### config.mk
export PLATFORM = sky130hd
export DESIGN_NAME = periodic_report_retry_controller
export DESIGN_NICKNAME = d
export VERILOG_FILES = /design/src/design/prrc_pkg.sv /design/src/design/prrc_item_queue.sv /design/src/design/prrc_front.sv /design/src/design/prrc_back.sv /design/src/design/periodic_report_retry_controller.sv
export SDC_FILE = /design/constraint.sdc
export NUM_CORES = 1
export LEC_CHECK = 0
export BUFFER_PORTS_ARGS = -buffer_cell sky130_fd_sc_hd__clkbuf_2
export CAP_MARGIN = 20
export CORE_MARGIN = 2
export CORE_UTILIZATION = 30
export DETAILED_ROUTE_END_ITERATION = 12
export GPL_ROUTABILITY_DRIVEN = 0
export HOLD_SLACK_MARGIN = 0.12
export PLACE_DENSITY = 0.46
export SLEW_MARGIN = 10
export SYNTH_ARGS = -nofsm -noshare
export SYNTH_HDL_FRONTEND = slang
export SYNTH_HIERARCHICAL = 1
export SYNTH_SLANG_ARGS = --single-unit
### constraint.sdc
create_clock -name clock -period 7.4 [get_ports clock]
set_input_delay 1.11 -clock clock [delete_from_list [all_inputs] [get_ports clock]]
set_output_delay 1.11 -clock clock [all_outputs]
set_load 0.03 [all_outputs]
### src/design/prrc_pkg.sv
package prrc_pkg;

   // Receive frame layout
   localparam int unsigned RX_CAPACITY = 256;
   localparam int unsigned FRAME_CNT_W = $clog2(RX_CAPACITY + 1);
   localparam int unsigned TYPE_POS    = 8;
   localparam int unsigned TIME_POS    = 13;
   localparam int unsigned TIME_BYTES  = 4;

   // Timing constants
   localparam logic [31:0] TZ_OFFSET   = 32'd28800;
   localparam int unsigned DAY_SECONDS = 86400;
   localparam int unsigned MAX_RESENDS = 3;
   localparam int unsigned RETRY_W     = 2;

   // Midnight check: 86400 = 128 * 675. The low bits must be zero and the
   // upper 25 bits must be a multiple of 675, found with a reciprocal multiply.
   localparam int unsigned DAY_SHIFT   = 7;
   localparam int unsigned DAY_ODD     = DAY_SECONDS >> DAY_SHIFT;
   localparam int unsigned DAY_HI_W    = 32 - DAY_SHIFT;
   localparam int unsigned RECIP_SHIFT = 35;
   localparam longint unsigned RECIP   =
      ((64'd1 << RECIP_SHIFT) + DAY_ODD - 1) / DAY_ODD;
   localparam int unsigned RECIP_W     = 26;
   localparam int unsigned PROD_W      = DAY_HI_W + RECIP_W;
   localparam int unsigned QUOT_W      = 16;

   // Queue between the front and the back
   localparam int unsigned ITEM_QUEUE_DEPTH = 4;
   localparam int unsigned ITEM_PTR_W       = $clog2(ITEM_QUEUE_DEPTH);
   localparam int unsigned ITEM_CNT_W       = $clog2(ITEM_QUEUE_DEPTH + 1);

   // Register map
   localparam int unsigned CSR_ADDR_W = 5;
   localparam int unsigned CSR_IDX_W  = 3;

   typedef enum logic [CSR_IDX_W-1:0] {
      REG_SEND_PERIOD      = 3'd0,
      REG_REPLY_WAIT_TICKS = 3'd1,
      REG_SYNC_ENABLE      = 3'd2,
      REG_TYPE_SYNC_INIT   = 3'd3,
      REG_TYPE_SYNC_RUN    = 3'd4,
      REG_TYPE_FLOW        = 3'd5
   } reg_index_type;

   typedef enum logic [1:0] {
      KIND_BYTE    = 2'd0,
      KIND_TIMEOUT = 2'd1,
      KIND_TICK    = 2'd2
   } kind_type;

   typedef enum logic [1:0] {
      TX_NONE   = 2'd0,
      TX_NEW    = 2'd1,
      TX_RESEND = 2'd2
   } tx_type;

   typedef enum logic [1:0] {
      ST_NONE     = 2'd0,
      ST_ACCEPTED = 2'd1,
      ST_REJECTED = 2'd2,
      ST_GAVE_UP  = 2'd3
   } status_type;

   typedef enum logic [1:0] {
      SYNC_NONE    = 2'd0,
      SYNC_POWERUP = 2'd1,
      SYNC_RUNNING = 2'd2
   } sync_type;

   typedef struct packed {
      logic [15:0] send_period;
      logic [15:0] reply_wait_ticks;
      logic        sync_enable;
      logic [7:0]  type_sync_init;
      logic [7:0]  type_sync_run;
      logic [7:0]  type_flow;
   } cfg_type;

   typedef struct packed {
      logic [1:0] kind;
      logic [7:0] rx_byte;
      logic       midnight;
   } item_type;

   typedef struct packed {
      logic [1:0]  tx_action;
      logic        rtc_write;
      logic [31:0] rtc_value;
      logic [1:0]  reply_status;
      logic [1:0]  sync_mode;
   } result_type;

endpackage

### src/design/prrc_item_queue.sv
module prrc_item_queue (
   input  logic               clock,
   input  logic               reset,
   input  logic               wr_en,
   input  prrc_pkg::item_type wr_item,
   output logic               q_full,
   input  logic               rd_en,
   output logic               q_valid,
   output prrc_pkg::item_type rd_item
);

   prrc_pkg::item_type                  store_ff [prrc_pkg::ITEM_QUEUE_DEPTH];
   logic [prrc_pkg::ITEM_PTR_W-1:0]     wr_ptr_ff, wr_ptr_in;
   logic [prrc_pkg::ITEM_PTR_W-1:0]     rd_ptr_ff, rd_ptr_in;
   logic [prrc_pkg::ITEM_CNT_W-1:0]     count_ff, count_in;
   logic                                do_wr, do_rd;

   assign q_full  = (count_ff == prrc_pkg::ITEM_CNT_W'(prrc_pkg::ITEM_QUEUE_DEPTH));
   assign q_valid = (count_ff != '0);
   assign rd_item = store_ff[rd_ptr_ff];
   assign do_wr   = wr_en && !q_full;
   assign do_rd   = rd_en && q_valid;

   always_comb begin
      wr_ptr_in = do_wr ? wr_ptr_ff + 1'b1 : wr_ptr_ff;
      rd_ptr_in = do_rd ? rd_ptr_ff + 1'b1 : rd_ptr_ff;
      count_in  = count_ff;
      if (do_wr && !do_rd) begin
         count_in = count_ff + 1'b1;
      end else if (do_rd && !do_wr) begin
         count_in = count_ff - 1'b1;
      end
   end

   always_ff @(posedge clock) begin
      if (reset) begin
         wr_ptr_ff <= '0;
         rd_ptr_ff <= '0;
         count_ff  <= '0;
      end else begin
         wr_ptr_ff <= wr_ptr_in;
         rd_ptr_ff <= rd_ptr_in;
         count_ff  <= count_in;
      end
   end

   always_ff @(posedge clock) begin
      if (do_wr) begin
         store_ff[wr_ptr_ff] <= wr_item;
      end
   end

endmodule

### src/design/prrc_front.sv
module prrc_front (
   input  logic               clock,
   input  logic               reset,
   input  logic               push,
   output logic               full,
   input  logic [1:0]         req_kind,
   input  logic [7:0]         req_rx_byte,
   input  logic [31:0]        req_rtc_now,
   input  logic               item_pop,
   output logic               item_valid,
   output prrc_pkg::item_type item
);

   // Stage A: captured input, split for the midnight check.
   logic                             a_valid_ff, a_valid_in;
   logic [1:0]                       a_kind_ff;
   logic [7:0]                       a_byte_ff;
   logic [prrc_pkg::DAY_HI_W-1:0]    a_hi_ff;
   logic                             a_low_zero_ff;

   // Stage B: quotient of the upper bits by the odd part of a day.
   logic                             b_valid_ff, b_valid_in;
   logic [1:0]                       b_kind_ff;
   logic [7:0]                       b_byte_ff;
   logic [prrc_pkg::DAY_HI_W-1:0]    b_hi_ff;
   logic                             b_low_zero_ff;
   logic [prrc_pkg::QUOT_W-1:0]      b_quot_ff;

   logic [prrc_pkg::PROD_W-1:0]      a_prod;
   logic [prrc_pkg::DAY_HI_W-1:0]    b_back;
   logic                             a_ready, b_ready, q_full, accept;
   prrc_pkg::item_type               b_item;

   assign b_ready = !b_valid_ff || !q_full;
   assign a_ready = !a_valid_ff || b_ready;
   assign full    = !a_ready;
   assign accept  = push && a_ready;

   assign a_prod = prrc_pkg::PROD_W'(a_hi_ff) *
                   prrc_pkg::PROD_W'(prrc_pkg::RECIP_W'(prrc_pkg::RECIP));
   assign b_back = prrc_pkg::DAY_HI_W'(b_quot_ff) *
                   prrc_pkg::DAY_HI_W'(prrc_pkg::DAY_ODD);

   always_comb begin
      b_item.kind     = b_kind_ff;
      b_item.rx_byte  = b_byte_ff;
      b_item.midnight = b_low_zero_ff && (b_back == b_hi_ff);
   end

   always_comb begin
      a_valid_in = a_valid_ff;
      if (a_ready) begin
         a_valid_in = push;
      end
      b_valid_in = b_valid_ff;
      if (b_ready) begin
         b_valid_in = a_valid_ff;
      end
   end

   always_ff @(posedge clock) begin
      if (reset) begin
         a_valid_ff <= 1'b0;
         b_valid_ff <= 1'b0;
      end else begin
         a_valid_ff <= a_valid_in;
         b_valid_ff <= b_valid_in;
      end
   end

   always_ff @(posedge clock) begin
      if (accept) begin
         a_kind_ff     <= req_kind;
         a_byte_ff     <= req_rx_byte;
         a_hi_ff       <= req_rtc_now[31:prrc_pkg::DAY_SHIFT];
         a_low_zero_ff <= (req_rtc_now[prrc_pkg::DAY_SHIFT-1:0] == '0);
      end
      if (b_ready && a_valid_ff) begin
         b_kind_ff     <= a_kind_ff;
         b_byte_ff     <= a_byte_ff;
         b_hi_ff       <= a_hi_ff;
         b_low_zero_ff <= a_low_zero_ff;
         b_quot_ff     <= a_prod[prrc_pkg::RECIP_SHIFT +: prrc_pkg::QUOT_W];
      end
   end

   prrc_item_queue u_item_queue (
      .clock   (clock),
      .reset   (reset),
      .wr_en   (b_valid_ff),
      .wr_item (b_item),
      .q_full  (q_full),
      .rd_en   (item_pop),
      .q_valid (item_valid),
      .rd_item (item)
   );

endmodule

### src/design/prrc_back.sv
module prrc_back (
   input  logic                 clock,
   input  logic                 reset,
   input  prrc_pkg::cfg_type    cfg,
   input  logic                 item_valid,
   input  prrc_pkg::item_type   item,
   output logic                 item_pop,
   input  logic                 pop,
   output logic                 empty,
   output prrc_pkg::result_type result
);

   logic [prrc_pkg::FRAME_CNT_W-1:0] frame_count_ff, frame_count_in;
   logic                             frame_done_ff, frame_done_in;
   logic [7:0]                       reply_type_ff, reply_type_in;
   logic [7:0]                       time_bytes_ff [prrc_pkg::TIME_BYTES];
   logic [7:0]                       time_bytes_in [prrc_pkg::TIME_BYTES];
   logic [15:0]                      period_count_ff, period_count_in;
   logic                             awaiting_ff, awaiting_in;
   logic [15:0]                      wait_count_ff, wait_count_in;
   logic [prrc_pkg::RETRY_W-1:0]     retry_count_ff, retry_count_in;
   prrc_pkg::sync_type               sync_state_ff, sync_state_in;

   // Two-entry result queue
   prrc_pkg::result_type             res_ff [2];
   logic                             res_wr_ptr_ff, res_rd_ptr_ff;
   logic [1:0]                       res_count_ff, res_count_in;
   logic                             res_full, fire, do_pop;
   prrc_pkg::result_type             res_in;

   logic [prrc_pkg::FRAME_CNT_W-1:0] time_off;
   logic [31:0]                      reply_seconds;
   logic                             is_sync;

   assign res_full = (res_count_ff == 2'd2);
   assign empty    = (res_count_ff == 2'd0);
   assign fire     = item_valid && !res_full;
   assign item_pop = fire;
   assign do_pop   = pop && !empty;
   assign result   = res_ff[res_rd_ptr_ff];

   assign time_off      = frame_count_ff - prrc_pkg::FRAME_CNT_W'(prrc_pkg::TIME_POS);
   assign reply_seconds = {time_bytes_ff[0], time_bytes_ff[1],
                           time_bytes_ff[2], time_bytes_ff[3]} + prrc_pkg::TZ_OFFSET;
   assign is_sync       = (reply_type_ff == cfg.type_sync_run) ||
                          (reply_type_ff == cfg.type_sync_init);

   always_comb begin
      frame_count_in  = frame_count_ff;
      frame_done_in   = frame_done_ff;
      reply_type_in   = reply_type_ff;
      time_bytes_in   = time_bytes_ff;
      period_count_in = period_count_ff;
      awaiting_in     = awaiting_ff;
      wait_count_in   = wait_count_ff;
      retry_count_in  = retry_count_ff;
      sync_state_in   = sync_state_ff;
      res_in          = '0;

      case (prrc_pkg::kind_type'(item.kind))
         prrc_pkg::KIND_BYTE: begin
            if (!frame_done_ff) begin
               if (frame_count_ff < prrc_pkg::FRAME_CNT_W'(prrc_pkg::RX_CAPACITY)) begin
                  if (frame_count_ff == prrc_pkg::FRAME_CNT_W'(prrc_pkg::TYPE_POS)) begin
                     reply_type_in = item.rx_byte;
                  end else if (frame_count_ff >=
                                  prrc_pkg::FRAME_CNT_W'(prrc_pkg::TIME_POS) &&
                               time_off <
                                  prrc_pkg::FRAME_CNT_W'(prrc_pkg::TIME_BYTES)) begin
                     time_bytes_in[time_off[1:0]] = item.rx_byte;
                  end
                  frame_count_in = frame_count_ff + 1'b1;
               end else begin
                  frame_done_in = 1'b1;
               end
            end
         end
         prrc_pkg::KIND_TIMEOUT: begin
            if (frame_count_ff != '0) begin
               frame_done_in = 1'b1;
            end
         end
         prrc_pkg::KIND_TICK: begin
            period_count_in = period_count_ff + 1'b1;
            if (period_count_in >= cfg.send_period && !awaiting_ff) begin
               period_count_in  = '0;
               frame_count_in   = '0;
               frame_done_in    = 1'b0;
               res_in.tx_action = prrc_pkg::TX_NEW;
               awaiting_in      = 1'b1;
            end
            if (awaiting_in) begin
               wait_count_in = wait_count_ff + 1'b1;
            end
            if (wait_count_in >= cfg.reply_wait_ticks) begin
               wait_count_in = '0;
               if (frame_done_in) begin
                  if (is_sync) begin
                     res_in.rtc_value = reply_seconds;
                     res_in.rtc_write = 1'b1;
                     sync_state_in    = prrc_pkg::SYNC_NONE;
                  end
                  if (is_sync || reply_type_ff == cfg.type_flow) begin
                     retry_count_in      = '0;
                     awaiting_in         = 1'b0;
                     res_in.reply_status = prrc_pkg::ST_ACCEPTED;
                  end else begin
                     frame_count_in      = '0;
                     frame_done_in       = 1'b0;
                     res_in.reply_status = prrc_pkg::ST_REJECTED;
                  end
               end else begin
                  res_in.tx_action = prrc_pkg::TX_RESEND;
                  retry_count_in   = retry_count_ff + 1'b1;
                  if (retry_count_in >= prrc_pkg::RETRY_W'(prrc_pkg::MAX_RESENDS)) begin
                     retry_count_in      = '0;
                     awaiting_in         = 1'b0;
                     res_in.reply_status = prrc_pkg::ST_GAVE_UP;
                  end
               end
            end
            if (cfg.sync_enable && item.midnight) begin
               sync_state_in = prrc_pkg::SYNC_RUNNING;
            end
         end
         default: begin
         end
      endcase
      res_in.sync_mode = sync_state_in;
   end

   always_comb begin
      res_count_in = res_count_ff;
      if (fire && !do_pop) begin
         res_count_in = res_count_ff + 1'b1;
      end else if (do_pop && !fire) begin
         res_count_in = res_count_ff - 1'b1;
      end
   end

   always_ff @(posedge clock) begin
      if (reset) begin
         frame_count_ff  <= '0;
         frame_done_ff   <= 1'b0;
         reply_type_ff   <= '0;
         time_bytes_ff   <= '{default: '0};
         period_count_ff <= '0;
         awaiting_ff     <= 1'b0;
         wait_count_ff   <= '0;
         retry_count_ff  <= '0;
         sync_state_ff   <= prrc_pkg::SYNC_POWERUP;
         res_wr_ptr_ff   <= 1'b0;
         res_rd_ptr_ff   <= 1'b0;
         res_count_ff    <= '0;
      end else begin
         if (fire) begin
            frame_count_ff  <= frame_count_in;
            frame_done_ff   <= frame_done_in;
            reply_type_ff   <= reply_type_in;
            time_bytes_ff   <= time_bytes_in;
            period_count_ff <= period_count_in;
            awaiting_ff     <= awaiting_in;
            wait_count_ff   <= wait_count_in;
            retry_count_ff  <= retry_count_in;
            sync_state_ff   <= sync_state_in;
            res_wr_ptr_ff   <= !res_wr_ptr_ff;
         end
         if (do_pop) begin
            res_rd_ptr_ff <= !res_rd_ptr_ff;
         end
         res_count_ff <= res_count_in;
      end
   end

   always_ff @(posedge clock) begin
      if (fire) begin
         res_ff[res_wr_ptr_ff] <= res_in;
      end
   end

endmodule

### src/design/periodic_report_retry_controller.sv
// Periodic report and retry controller. Each transfer on the request queue
// is a received byte, a receive idle timeout or a tick, and every request
// produces exactly one transfer on the response queue, in order. Responses
// tell the transmitter to send a new report or resend the last one, tell the
// clock to load a new value from a time-sync reply, and report the reply
// outcome and the pending sync request. The block sustains one request per
// clock cycle while the response side keeps up: a two-stage front end captures
// the request and works out the midnight check (a reciprocal multiply by the
// odd factor of a day, then a multiply-back compare), a four-entry queue
// decouples it from the back end, and the back end updates the frame and
// retry state and writes a two-entry response queue. A request is held in
// stage A, stage B, the four-entry queue and the response queue in turn;
// full rises only when both queues have filled behind a stalled response side.
module periodic_report_retry_controller (
   input  logic        clock,
   input  logic        reset,

   // Request queue
   input  logic        push,
   output logic        full,
   input  logic [1:0]  req_kind,
   input  logic [7:0]  req_rx_byte,
   input  logic [31:0] req_rtc_now,

   // Response queue
   input  logic        pop,
   output logic        empty,
   output logic [1:0]  rsp_tx_action,
   output logic        rsp_rtc_write,
   output logic [31:0] rsp_rtc_value,
   output logic [1:0]  rsp_reply_status,
   output logic [1:0]  rsp_sync_mode,

   // Register port
   input  logic        psel,
   input  logic        penable,
   input  logic        pwrite,
   input  logic [prrc_pkg::CSR_ADDR_W-1:0] paddr,
   input  logic [31:0] pwdata,
   output logic [31:0] prdata,
   output logic        pready
);

   prrc_pkg::cfg_type    cfg_ff, cfg_in;
   prrc_pkg::item_type   item;
   prrc_pkg::result_type result;
   logic                 item_valid, item_pop, csr_write;
   prrc_pkg::reg_index_type csr_index;

   // Registers sit on 32-bit words; the word index selects the register.
   assign pready    = 1'b1;
   assign csr_write = psel && penable && pwrite && pready;
   assign csr_index = prrc_pkg::reg_index_type'(paddr[prrc_pkg::CSR_ADDR_W-1:2]);

   always_comb begin
      cfg_in = cfg_ff;
      if (csr_write) begin
         unique case (csr_index)
            prrc_pkg::REG_SEND_PERIOD:      cfg_in.send_period      = pwdata[15:0];
            prrc_pkg::REG_REPLY_WAIT_TICKS: cfg_in.reply_wait_ticks = pwdata[15:0];
            prrc_pkg::REG_SYNC_ENABLE:      cfg_in.sync_enable      = pwdata[0];
            prrc_pkg::REG_TYPE_SYNC_INIT:   cfg_in.type_sync_init   = pwdata[7:0];
            prrc_pkg::REG_TYPE_SYNC_RUN:    cfg_in.type_sync_run    = pwdata[7:0];
            prrc_pkg::REG_TYPE_FLOW:        cfg_in.type_flow        = pwdata[7:0];
            default: begin
            end
         endcase
      end
   end

   // Reads return the register value, zero-extended; unused words read zero.
   always_comb begin
      unique case (csr_index)
         prrc_pkg::REG_SEND_PERIOD:      prdata = {16'd0, cfg_ff.send_period};
         prrc_pkg::REG_REPLY_WAIT_TICKS: prdata = {16'd0, cfg_ff.reply_wait_ticks};
         prrc_pkg::REG_SYNC_ENABLE:      prdata = {31'd0, cfg_ff.sync_enable};
         prrc_pkg::REG_TYPE_SYNC_INIT:   prdata = {24'd0, cfg_ff.type_sync_init};
         prrc_pkg::REG_TYPE_SYNC_RUN:    prdata = {24'd0, cfg_ff.type_sync_run};
         prrc_pkg::REG_TYPE_FLOW:        prdata = {24'd0, cfg_ff.type_flow};
         default:                        prdata = 32'd0;
      endcase
   end

   always_ff @(posedge clock) begin
      if (reset) begin
         cfg_ff.send_period      <= 16'd10;
         cfg_ff.reply_wait_ticks <= 16'd100;
         cfg_ff.sync_enable      <= 1'b1;
         cfg_ff.type_sync_init   <= 8'd128;
         cfg_ff.type_sync_run    <= 8'd129;
         cfg_ff.type_flow        <= 8'd1;
      end else begin
         cfg_ff <= cfg_in;
      end
   end

   // The front end takes requests and classifies ticks that fall on midnight.
   prrc_front u_front (
      .clock       (clock),
      .reset       (reset),
      .push        (push),
      .full        (full),
      .req_kind    (req_kind),
      .req_rx_byte (req_rx_byte),
      .req_rtc_now (req_rtc_now),
      .item_pop    (item_pop),
      .item_valid  (item_valid),
      .item        (item)
   );

   // The back end holds the frame, send and retry state and queues responses.
   prrc_back u_back (
      .clock      (clock),
      .reset      (reset),
      .cfg        (cfg_ff),
      .item_valid (item_valid),
      .item       (item),
      .item_pop   (item_pop),
      .pop        (pop),
      .empty      (empty),
      .result     (result)
   );

   assign rsp_tx_action    = result.tx_action;
   assign rsp_rtc_write    = result.rtc_write;
   assign rsp_rtc_value    = result.rtc_value;
   assign rsp_reply_status = result.reply_status;
   assign rsp_sync_mode    = result.sync_mode;

`ifndef SYNTHESIS
   // A clock load always clears the power-up sync request.
   a_write_clears_powerup: assert property (@(posedge clock) disable iff (reset)
      (!empty && rsp_rtc_write) |-> (rsp_sync_mode != prrc_pkg::SYNC_POWERUP))
      else $error("clock load left power-up sync pending");

   // The clock value is only meaningful when a load is requested.
   a_value_needs_write: assert property (@(posedge clock) disable iff (reset)
      (!empty && !rsp_rtc_write) |-> (rsp_rtc_value == 32'd0))
      else $error("clock value without clock load");

   // A fresh send clears the frame, so the same response cannot judge a reply.
   a_new_send_no_status: assert property (@(posedge clock) disable iff (reset)
      (!empty && rsp_tx_action == prrc_pkg::TX_NEW) |->
         (rsp_reply_status == prrc_pkg::ST_NONE))
      else $error("new send reported together with a reply outcome");

   // The back end only takes a request that the front end offers.
   a_pop_needs_item: assert property (@(posedge clock) disable iff (reset)
      item_pop |-> item_valid)
      else $error("back end took a request from an empty queue");
`endif

endmodule
# After elaboration in Yosys (flattened, before gate mapping)
# Memories as Yosys holds them, arrays and structs flattened. A register that Yosys moved wholly into a read port is not among the register bits.
# Cells that the tools add are included.
# word_totals
regBits	245
ram_bits	122
inputBits	86
elab_cells	195
memories	2
# memory_table
name	words	width	read_ports	rd_ports_with_merged_regs	write_ports	line	source
u_back.res_ff	2	39	1	1	1	prrc_back.sv:25	prrc_pkg::result_type res_ff [2];
u_front.u_item_queue.store_ff	4	11	1	1	1	prrc_item_queue.sv:12	prrc_pkg::item_type store_ff [prrc_pkg::ITEM_QUEUE_DEPTH];
# classes
add_sub_neg	12
multipliers	2
n_lt_le_gt_ge	8
n_eq_ne	18
mux	59
n_bitwise	3
reduce_logical	56
# ops
cell	count
one-hot mux 16 bit (6 select lines)	1
two-way mux 37 bit	2
two-way mux 33 bit	2
two-way mux 16 bit	4
two-way mux 9 bit	6
multiplier 25 x 26 -> 51 bit, second input constant	1
adder 16 x 1 -> 16 bit, second input constant	2
adder 32 x 15 -> 32 bit, second input constant	1
bitwise mux 32 bit	1
greater-or-equal comparator 16 bit	2
two-way mux 2 bit	16
== test 25 bit	1
multiplier 16 x 10 -> 25 bit, second input constant	1
== test 8 bit	3
two-way mux 1 bit	21
one-hot mux 9 bit (2 select lines)	1
logical AND 1 bit	17
demux 8 bit (select 2 bit)	1
AND reduction 2 bit	7
zero test 1 bit	13
adder 9 x 1 -> 9 bit, second input constant	1
== test 3 bit, second input constant	3
== test 9 x 4 -> 1 bit, second input constant	1
greater-or-equal comparator 9 x 4 -> 1 bit, second input constant	1
other kinds (32)	49

# Longest topological paths before layout
# Gate-level depths: netlist of run 1.
# logic_depth
word_depth	11
ltp_mapped	25

# Hierarchy
# Netlist of run 1, hierarchy kept.
# modules_own_cells
module	n_inst	cells_each	area_each_um2	seq_area_each_um2
prrc_front	1	1440	15434.8	2682.6
prrc_back	1	991	9848.2	4184.0
periodic_report_retry_controller	1	337	2937.8	1141.1
prrc_item_queue	1	105	2057.0	1501.4

# Worst setup path before layout of run 1
# Ideal clock, no wire load.
# synth_timing
path_type	flip-flop to flip-flop
start	reg u_front/a_hi_ff[13] in the netlist's numbering
end	reg u_front/b_quot_ff[12] in the netlist's numbering (data pin)
setup_time_ns	0.261
t_arrival_ns	5.953
t_required_ns	7.139
path_slack_ns	1.186
path_stages_with_launch	22
n_path_buf	0
period_less_slack_ns	6.214
path_cell_list	edfxtp_1 -> fa_1 -> inv_1 -> fa_1 -> inv_1 -> ha_1 -> fa_1 -> fa_1 -> fa_1 -> inv_1 -> fa_1 -> inv_1 -> ha_1 -> a211oi_2 -> nor2_1 -> or3_4 -> a2111oi_4 -> a211o_2 -> o211ai_4 -> a21oi_4 -> nor3_1 -> a311o_1
# synth_via
elab_chain_len	1
# synth_rtl
item	line	source
from (decl)	prrc_front.sv:18	logic [prrc_pkg::DAY_HI_W-1:0] a_hi_ff;
from (signal assigned)	prrc_front.sv:75	a_hi_ff <= req_rtc_now[31:prrc_pkg::DAY_SHIFT];
multiplier 25 x 26 -> 51 bit	prrc_front.sv:39	assign a_prod = prrc_pkg::PROD_W'(a_hi_ff) *
net u_front.a_prod (one bit)	prrc_front.sv:29	logic [prrc_pkg::PROD_W-1:0] a_prod;
to (signal assigned)	prrc_front.sv:83	b_quot_ff <= a_prod[prrc_pkg::RECIP_SHIFT +: prrc_pkg::QUOT_W];
to (decl)	prrc_front.sv:27	logic [prrc_pkg::QUOT_W-1:0] b_quot_ff;
# The timed path passes the listed nets, and every way through them passes these cells.
# A chain may end at the register's enable or synchronous reset.

# Worst setup path in the final report of run 1
# layout_timing
start	reg u_front/a_hi_ff[11] in the netlist's numbering
end	reg u_front/b_quot_ff[8] in the netlist's numbering (data pin)
# Same word-level chain as after synthesis.

==> metrics list, run 1 <==
- Maximum root-to-sink buffer count: 3
* Max incr delay on CP: 840 ps
* Remaining design rule violation count: 0
- Pre-antenna DRT Iters: 6
- Final setup TNS: 0 ps
- Endpoint of the worst-slack reg-to-reg timing path: u_front/b_quot_ff[8]$_DFFE_PP_
* Cell-by-cell trace of the critical path: fa_1 -> ha_1 -> inv_1 -> fa_1 -> inv_1 -> fa_1 -> inv_1 -> fa_1 -> fa_1 -> fa_1 -> inv_1 -> ha_1 -> nand3_1 -> nor2_1 -> nand4b_1 -> a211o_1 -> a211o_2 -> o211ai_4 -> a32oi_1 -> mux2i_1 -> o211ai_1
* Nets: about 3.7k
- Post-Place Cells: 4245
- TritonCTS Buffers: 47
- Run status: complete, no violations
* Headroom to the max-slew limit: 0.316
- Die height: 322 µm
- The max-slew violation count is 0.
* Max Cap Violations: 0
- After synthesis the cells add up to around 0.030 mm².
* Residual antenna-violating net count after detailed routing: 0
* Peak fanout along the critical path: 10
* Per-instance average area after synthesis: approximately 11 µm²
* Clock tree from TritonCTS: built
* Worst-skew pair later-pin latency: between 600 and 700 ps
- Floorplan core area: about 0.1 mm²
- Diode count: 0
- Worst Setup Start Kind: flip-flop
- Average vias per placed instance: 4.67
- Time the final worst path needs with I/O delays and setup: between 6000 and 7000 ps
- The worst hold path belongs to the class reg2reg.
- Arrival time at the worst endpoint: approximately 7000 ps
- After synthesis the netlist holds a flip-flop and latch count of 370.
* Distinct cell type count of the synthesized netlist: approximately 110
* Pin count of the biggest net entering global routing: just over 80
- Unrepaired setup endpoints after global routing: no
- CTS clk-pin slew, worst paths: roughly 70 ps
- For the worst flop-to-flop path, the logic depth is 21.
* WP data required: 7760 ps
- Pin placement for this block handled between 150 and 200 I/O pins.
- FFs w/ async S/R, synth: 0
- The slowest stage of the critical path belongs to the cell sky130_fd_sc_hd__edfxtp_1.
* Top delay family on crit path: adder cells
- Vias in the first global route: about 21k
- CTS placed an instance of sky130_fd_sc_hd__clkbuf_16 at the clock tree root.
- Total number of placement rows: 116
- Number of I/O port buffers: between 100 and 150
* Fmax: 147 MHz
- Setup violations remaining at the end of the flow were counted as 0.
* Total of hold buffers inserted after clock tree synthesis: 0
- Die width: around 320 µm
- Across all layers, the routed design uses slightly above 20k vias.
- Number of buffers and inverters on the critical path: 4
* Post-detail-place hpwl: 58200 µm
* Starting utilization of the core area: 0.303
* Least-Margin Pin Slew: approximately 1000 ps
- Across the routed clock network, the largest skew measured is around 68 ps.
- Main synth FF type: sky130_fd_sc_hd__edfxtp_1
- Launch instance of the worst min-delay path: u_front/a_byte_ff[0]$_DFFE_PP_
- All-layer global routing usage: 0.148
- Post-Syn Instances: around 2.9k
- Most common cell on crit path: sky130_fd_sc_hd__fa_1
* Critical register-to-register path startpoint: u_front/a_hi_ff[11]$_DFFE_PP_
* Launch point of the worst path: u_front/a_hi_ff[11]$_DFFE_PP_
* Period utilisation layout: 0.921
* Final Hold Vio Count: 0
- Of the cells placed in the final design, the portion with a size suffix greater than 1 is 0.125.
- Yosys mapped a number of flops with a built-in enable equal to between 200 and 250.
- The worst hold path passes through 0 cells.
* First-iteration detailed-routing DRC count: about 920
* First-pass GRT wire length: between 100000 and 150000 µm
* Leftover overflow at the end of global routing: 0
- The number of antenna violations at the first check in global routing was 0.
- The count of cells in the finished layout, fillers not included, comes to 4330.
- Area growth from synthesis to layout: 11.9%
* Sequential area share after synthesis: 0.314
* Synth Warn #: 6
- The worst setup path is captured at a flip-flop.
- On the final layout, the worst hold slack is about 430 ps.
- Worst-case register-to-register setup slack: 590 ps
* Depth of the CTS H-tree: 2
* Total wirelength of the detailed-routed design: ~76000 µm
* Die outline area: 0.103 mm²
- For this design, the sink count on the clock tree is 370.
- The path with the worst hold slack has its endpoint at u_front/b_byte_ff[0]$_DFFE_PP_.
- Post-CTS resize count: 0
* Setup bufs post-CTS: 0
- In the final routed layout, each cell accounts on average for between 15 and 20 µm.
- Fin util: 0.339
- The critical path in this run is classified as reg2reg.
[through the flow]
| stage | instance area [µm²] | worst slack (ps) |
|---|---|---|
| floorplan | 30300 | 1190 |
| global placement | 32300 | 620 |
| detailed placement | 32300 | 565 |
| CTS | 33900 | 508 |
| global route | 33900 | 221 |
| finish | 33900 | 586 |
[sequential cells by signal (all words and copies together) (netlist names), 2 cells and up, named ones only]
name and count:
u_back/reply_type_ff 8, u_front/a_kind_ff 2, u_front/u_item_queue/rd_ptr_ff 2, u_front/b_hi_ff 25, u_back/frame_count_ff 9, u_back/retry_count_ff 2
u_front/u_item_queue/count_ff 3, cfg_ff 57, u_front/b_quot_ff 16, u_back/sync_state_ff 2, u_back/res_ff 78, u_back/period_count_ff 16
u_front/u_item_queue/wr_ptr_ff 2, u_front/b_byte_ff 8, u_back/res_count_ff 2, u_front/b_kind_ff 2, u_front/a_byte_ff 8, u_front/u_item_queue/store_ff 44
u_back/wait_count_ff 16, u_back/time_bytes_ff 32, u_front/a_hi_ff 25
[Yosys cell counts (30+ instances only)]
cell type / count / share of area
sky130_fd_sc_hd__nor2_1: 153 / 0.019
sky130_fd_sc_hd__nand2b_1: 38 / 0.0079
sky130_fd_sc_hd__ha_1: 421 / 0.17
sky130_fd_sc_hd__nand3_1: 85 / 0.014
sky130_fd_sc_hd__edfxtp_1: 210 / 0.21
sky130_fd_sc_hd__mux2i_1: 73 / 0.024
sky130_fd_sc_hd__inv_1: 483 / 0.060
sky130_fd_sc_hd__nor2_4: 30 / 0.011
sky130_fd_sc_hd__a21oi_1: 101 / 0.017
sky130_fd_sc_hd__nand2_1: 103 / 0.013
sky130_fd_sc_hd__dfxtp_1: 160 / 0.11
sky130_fd_sc_hd__o211ai_1: 36 / 0.0089
sky130_fd_sc_hd__fa_1: 211 / 0.14
sky130_fd_sc_hd__xor2_1: 56 / 0.016
sky130_fd_sc_hd__o21ai_0: 83 / 0.014
sky130_fd_sc_hd__mux2_2: 48 / 0.018
sky130_fd_sc_hd__xnor2_1: 81 / 0.023
sky130_fd_sc_hd__clkbuf_1: 47 / 0.0058
[layer usage]
layer / global-route usage / routed length [µm] / share of wire / up-vias
met5: 0 / 0 / 0 / -
met4: 0.0337 / 1310 / 0.017 / 0
met3: 0.0163 / 2030 / 0.027 / 74
met2: 0.253 / 36700 / 0.48 / 245
met1: 0.199 / 35900 / 0.47 / 9855
li1: - / - / - / 10000
[worst max-delay path by stage]
| stage | end | slack (ps) | cells after the start |
|---|---|---|---|
| 6_report | u_front/b_quot_ff[8]$_DFFE_PP_ | 590 | 21 |
| 5_1_grt | u_front/b_quot_ff[0]$_DFFE_PP_ | 220 | 21 |
| 4_1_cts | u_front/b_quot_ff[0]$_DFFE_PP_ | 510 | 21 |
| 3_5_place_dp | u_front/b_quot_ff[0]$_DFFE_PP_ | 570 | 21 |
| 3_3_place_gp | u_front/b_quot_ff[0]$_DFFE_PP_ | 620 | 21 |
| 2_1_floorplan | u_front/b_quot_ff[12]$_DFFE_PP_ | 1190 | 21 |
[worst register-to-register path: cells and delay by family, from the launching register on]
| family | cells | cell delay [ps] |
|---|---|---|
| AO/OA/AOI/OAI | 5 | 1190 |
| adder cells (fa/ha/maj) | 8 | 3560 |
| buffers and inverters | 4 | 210 |
| flip-flops | 1 | 840 |
| multiplexers | 1 | 170 |
| AND/OR/NAND/NOR | 3 | 560 |
[logic make-up (layout without fill, tap and decap cells)]
group                      Yosys count  after routing  share of synthesized area
adders and majority gates          632            632                      0.313
and+or+nand+nor                    617            617                      0.110
buffers and inverters              585            729                     0.0791
AOI/OAI and AO/OA                  396            396                     0.0917
DFF                                370            370                      0.314
xor gates and xnor gates           139            139                     0.0409
muxes                              132            132                     0.0502
other                                2             17                   0.000248
[cell usage in the layout (no fill, tap or decap), types with 13 or more instances in the layout]
| cell | netlist | routed |
|---|---|---|
| sky130_fd_sc_hd__nor3_1 | 27 | 27 |
| sky130_fd_sc_hd__and3_1 | 22 | 21 |
| sky130_fd_sc_hd__nand2b_1 | 38 | 38 |
| sky130_fd_sc_hd__xor2_1 | 56 | 56 |
| sky130_fd_sc_hd__o21ai_0 | 83 | 83 |
| sky130_fd_sc_hd__nor2b_1 | 23 | 22 |
| sky130_fd_sc_hd__conb_1 | 2 | 17 |
| sky130_fd_sc_hd__mux2_2 | 48 | 48 |
| sky130_fd_sc_hd__nand2_1 | 103 | 103 |
| sky130_fd_sc_hd__nand3_1 | 85 | 85 |
| sky130_fd_sc_hd__nand4_1 | 27 | 27 |
| sky130_fd_sc_hd__nor2_4 | 30 | 31 |
| sky130_fd_sc_hd__clkbuf_2 | 2 | 124 |
| sky130_fd_sc_hd__a21oi_1 | 101 | 101 |
| sky130_fd_sc_hd__edfxtp_1 | 210 | 210 |
| sky130_fd_sc_hd__buf_4 | 24 | 35 |
| sky130_fd_sc_hd__a21o_1 | 20 | 20 |
| sky130_fd_sc_hd__o211ai_1 | 36 | 36 |
| sky130_fd_sc_hd__dfxtp_1 | 160 | 159 |
| sky130_fd_sc_hd__and2_1 | 14 | 14 |
| sky130_fd_sc_hd__xnor2_1 | 81 | 81 |
| sky130_fd_sc_hd__ha_1 | 421 | 421 |
| sky130_fd_sc_hd__or3_1 | 28 | 27 |
| sky130_fd_sc_hd__mux2i_1 | 73 | 73 |
| sky130_fd_sc_hd__fa_1 | 211 | 211 |
| sky130_fd_sc_hd__o21a_1 | 13 | 13 |
| sky130_fd_sc_hd__clkbuf_16 | 0 | 48 |
| sky130_fd_sc_hd__inv_1 | 483 | 483 |
| sky130_fd_sc_hd__nor2_1 | 153 | 152 |
[layout make-up]
cell class / instances / area [µm²]
Clock buffer: 70 / 1390
Clock inverter: 14 / 184
Multi-Input combinational cell: 1933 / 18500
Tap cell: 1298 / 1620
Sequential cell: 370 / 9510
Inverter: 485 / 1820
Fill cell: 10300 / 66100
Timing Repair Buffer: 160 / 910
Power of run 1 is left out: the tool's default activity adds up to more than one toggle a clock period on the data nets, which glitch-free logic cannot reach.
==> run 2, diff against run 1 <==
- CORE_UTILIZATION: 30 -> 63
- PLACE_DENSITY: 0.46 -> 0.83
==> metrics list, run 2 (same netlist as run 1, synthesis figures left out) <==
- Register area: 0.00951 mm²
- STA puts the critical path data arrival time at 7240 ps.
- First-pass GRT wire length: ~110000 µm
- Clk sink count: 370
- Diode count: 0
- After the first detailed-routing iteration, the DRC count stood at 1752.
- Average vias per placed instance: between 5 and 6
- In the final layout, the registers with the most flip-flops are u_back/res_ff (78), cfg_ff (57), u_front/u_item_queue/store_ff (44).
* Leftover overflow at the end of global routing: 0
- Worst Setup Start Kind: flip-flop
- Commonest non-fill, non-tap cell in the layout: sky130_fd_sc_hd__inv_1
- The register with the most flip-flops in the layout has a little under 80 of them.
- In this run the clock root is driven by a sky130_fd_sc_hd__clkbuf_16.
- Setup repair after global routing left no endpoint under its margin.
* Vias in the first global route: approximately 22k
- Remaining design rule violation count: 0
* Max Cap Violations: 0
- For this configuration, the core starts out at a cell density of 0.637.
* Type of element capturing the critical path: flip-flop
- In the global route stage, overall resource usage came out at 0.277.
- Post-CTS timing repair inserted 0 buffers for setup.
- Clock tree synthesis inserted a total of 42 buffers.
- The die covers between 0.04 and 0.05 mm².
* Run status: complete, no violations
* CTS clk-pin slew, worst paths: 60 ps
- After legalization and detailed placement, the total HPWL measured approximately 52000 µm.
- The number of failing hold endpoints at the final stage came to 0.
- In this run the worst path has a maximum fanout of 10.
- The filler cells instantiated in the layout total about 3.3k.
* Depth of the CTS H-tree: 2
- The max-slew violation count came to 0.
- In the final layout, the share of cells above drive strength 1 is 0.120.
- For the pin with the worst max-slew slack, the measured transition is between 1000 and 1500 ps.
- Footprint of the multi-input gates: 0.0185 mm²
* Time the final worst path needs with I/O delays and setup: 6940 ps
- Residual antenna-violating net count after detailed routing: 0
- At the worst endpoint, the required time is 7700 ps.
* Critical Setup Path Class: reg2reg
- Total wirelength of the detailed-routed design: a little under 70000 µm
- Setup violations remaining at the end of the flow were counted as 0.
- Period utilisation layout: 0.938
- Clock tree from TritonCTS: built
- Area growth from synthesis to layout: 8.81%
- Class of the most critical hold timing path: reg2reg
- Routed vias: roughly 22k
* Die height: between 200 and 250 µm
- The library cells used most frequently in the layout, excluding fill and tap cells, are 483 x sky130_fd_sc_hd__inv_1, 421 x sky130_fd_sc_hd__ha_1, 211 x sky130_fd_sc_hd__fa_1.
- Floorplan core area: 0.0475 mm²
- In this run, post-CTS hold repair placed 0 buffers.
- Number of antenna violations at the first check in global routing: 0
* Die width: around 220 µm
- I/O pin count: 160
* Post-CTS resize count: 0
* Largest clock skew in the final design: 19.1 ps
- Register ranked first by flip-flop count: u_back/res_ff
- Based on the critical path, the design can be clocked at up to approximately 140 MHz.
- Final setup TNS: 0 ps
* Headroom to the max-slew limit: 0.325
- The pre-antenna-repair detailed-routing pass consisted of 7 iterations.
* Worst-skew pair later-pin latency: 590 ps
- The count of buffers added on input and output ports is roughly 120.
- Pin count of the biggest net entering global routing: between 90 and 100
- Nets: about 3.7k
- Drt wl/cell: about 19 µm
- The longest clock path from root to sink contains 3 buffers.
- After floorplanning, the core was divided into 80 placement rows.
## run 2: cell count changes in the layout (fill, tap and decap cells not counted), moves of 2 or more
cell,previous run,this run
sky130_fd_sc_hd__clkbuf_1,11,8
sky130_fd_sc_hd__bufinv_16,2,7
sky130_fd_sc_hd__buf_4,35,23
sky130_fd_sc_hd__inv_6,1,3
sky130_fd_sc_hd__clkbuf_16,48,43
sky130_fd_sc_hd__clkbuf_8,10,1
sky130_fd_sc_hd__clkinvlp_4,1,3
## run 2: worst paths after layout
path	startpoint	end	slack, ps	cells past startpoint
setup / recovery	u_front/a_hi_ff[11]$_DFFE_PP_	u_front/b_quot_ff[8]$_DFFE_PP_	460	21
hold / removal	u_front/a_byte_ff[2]$_DFFE_PP_	u_front/b_byte_ff[2]$_DFFE_PP_	410	0
setup reg to reg	u_front/a_hi_ff[11]$_DFFE_PP_	u_front/b_quot_ff[8]$_DFFE_PP_	460	21
hold reg to reg	u_front/a_byte_ff[2]$_DFFE_PP_	u_front/b_byte_ff[2]$_DFFE_PP_	410	0
## run 2: final cells by class
class / count / area share
multi-input cells: 1933 / 0.560
flip-flops and latches: 370 / 0.289
inverters: 485 / 0.0553
clock buffers: 53 / 0.0341
repair buffers: 149 / 0.0260
well taps: 615 / 0.0234
clock inverters: 25 / 0.0123
## run 2: stage by stage
step | hold WS (ps) | worst slack, ps | std cells | area, µm² | util
6_report | 409 | 458 | 3630 | 32900 | 0.693
5_1_grt | 418 | 244 | 3630 | 32900 | 0.693
4_1_cts | 406 | 554 | 3628 | 32900 | 0.692
3_5_place_dp | 405 | 593 | 3550 | 31400 | 0.660
3_3_place_gp | 404 | 769 | 3550 | 31400 | 0.660
2_1_floorplan | 400 | 1190 | 2888 | 30300 | -
## run 2: critical path: stages, from the launching register on
cell and delay [ps]:
sky130_fd_sc_hd__edfxtp_1 780, sky130_fd_sc_hd__ha_1 310, sky130_fd_sc_hd__inv_1 90, sky130_fd_sc_hd__fa_1 480, sky130_fd_sc_hd__fa_1 510, sky130_fd_sc_hd__inv_1 60, sky130_fd_sc_hd__fa_1 520, sky130_fd_sc_hd__inv_1 60
sky130_fd_sc_hd__fa_1 550, sky130_fd_sc_hd__fa_1 440, sky130_fd_sc_hd__fa_1 490, sky130_fd_sc_hd__inv_1 40, sky130_fd_sc_hd__ha_1 290, sky130_fd_sc_hd__nand3_1 80, sky130_fd_sc_hd__nor2_1 340, sky130_fd_sc_hd__nand4b_1 210
sky130_fd_sc_hd__a211o_1 360, sky130_fd_sc_hd__a211o_2 360, sky130_fd_sc_hd__o211ai_4 170, sky130_fd_sc_hd__a32oi_1 200, sky130_fd_sc_hd__mux2i_1 180, sky130_fd_sc_hd__o211ai_1 130
## run 2: per-layer routing
metal	up-vias	routed length (µm)	global-route usage
met4	0	3090	0.130
li1	10000	-	-
met5	-	0	0
met3	245	3680	0.0371
met2	749	35300	0.500
met1	10500	26300	0.328
Power of run 2 is left out for the same reason.
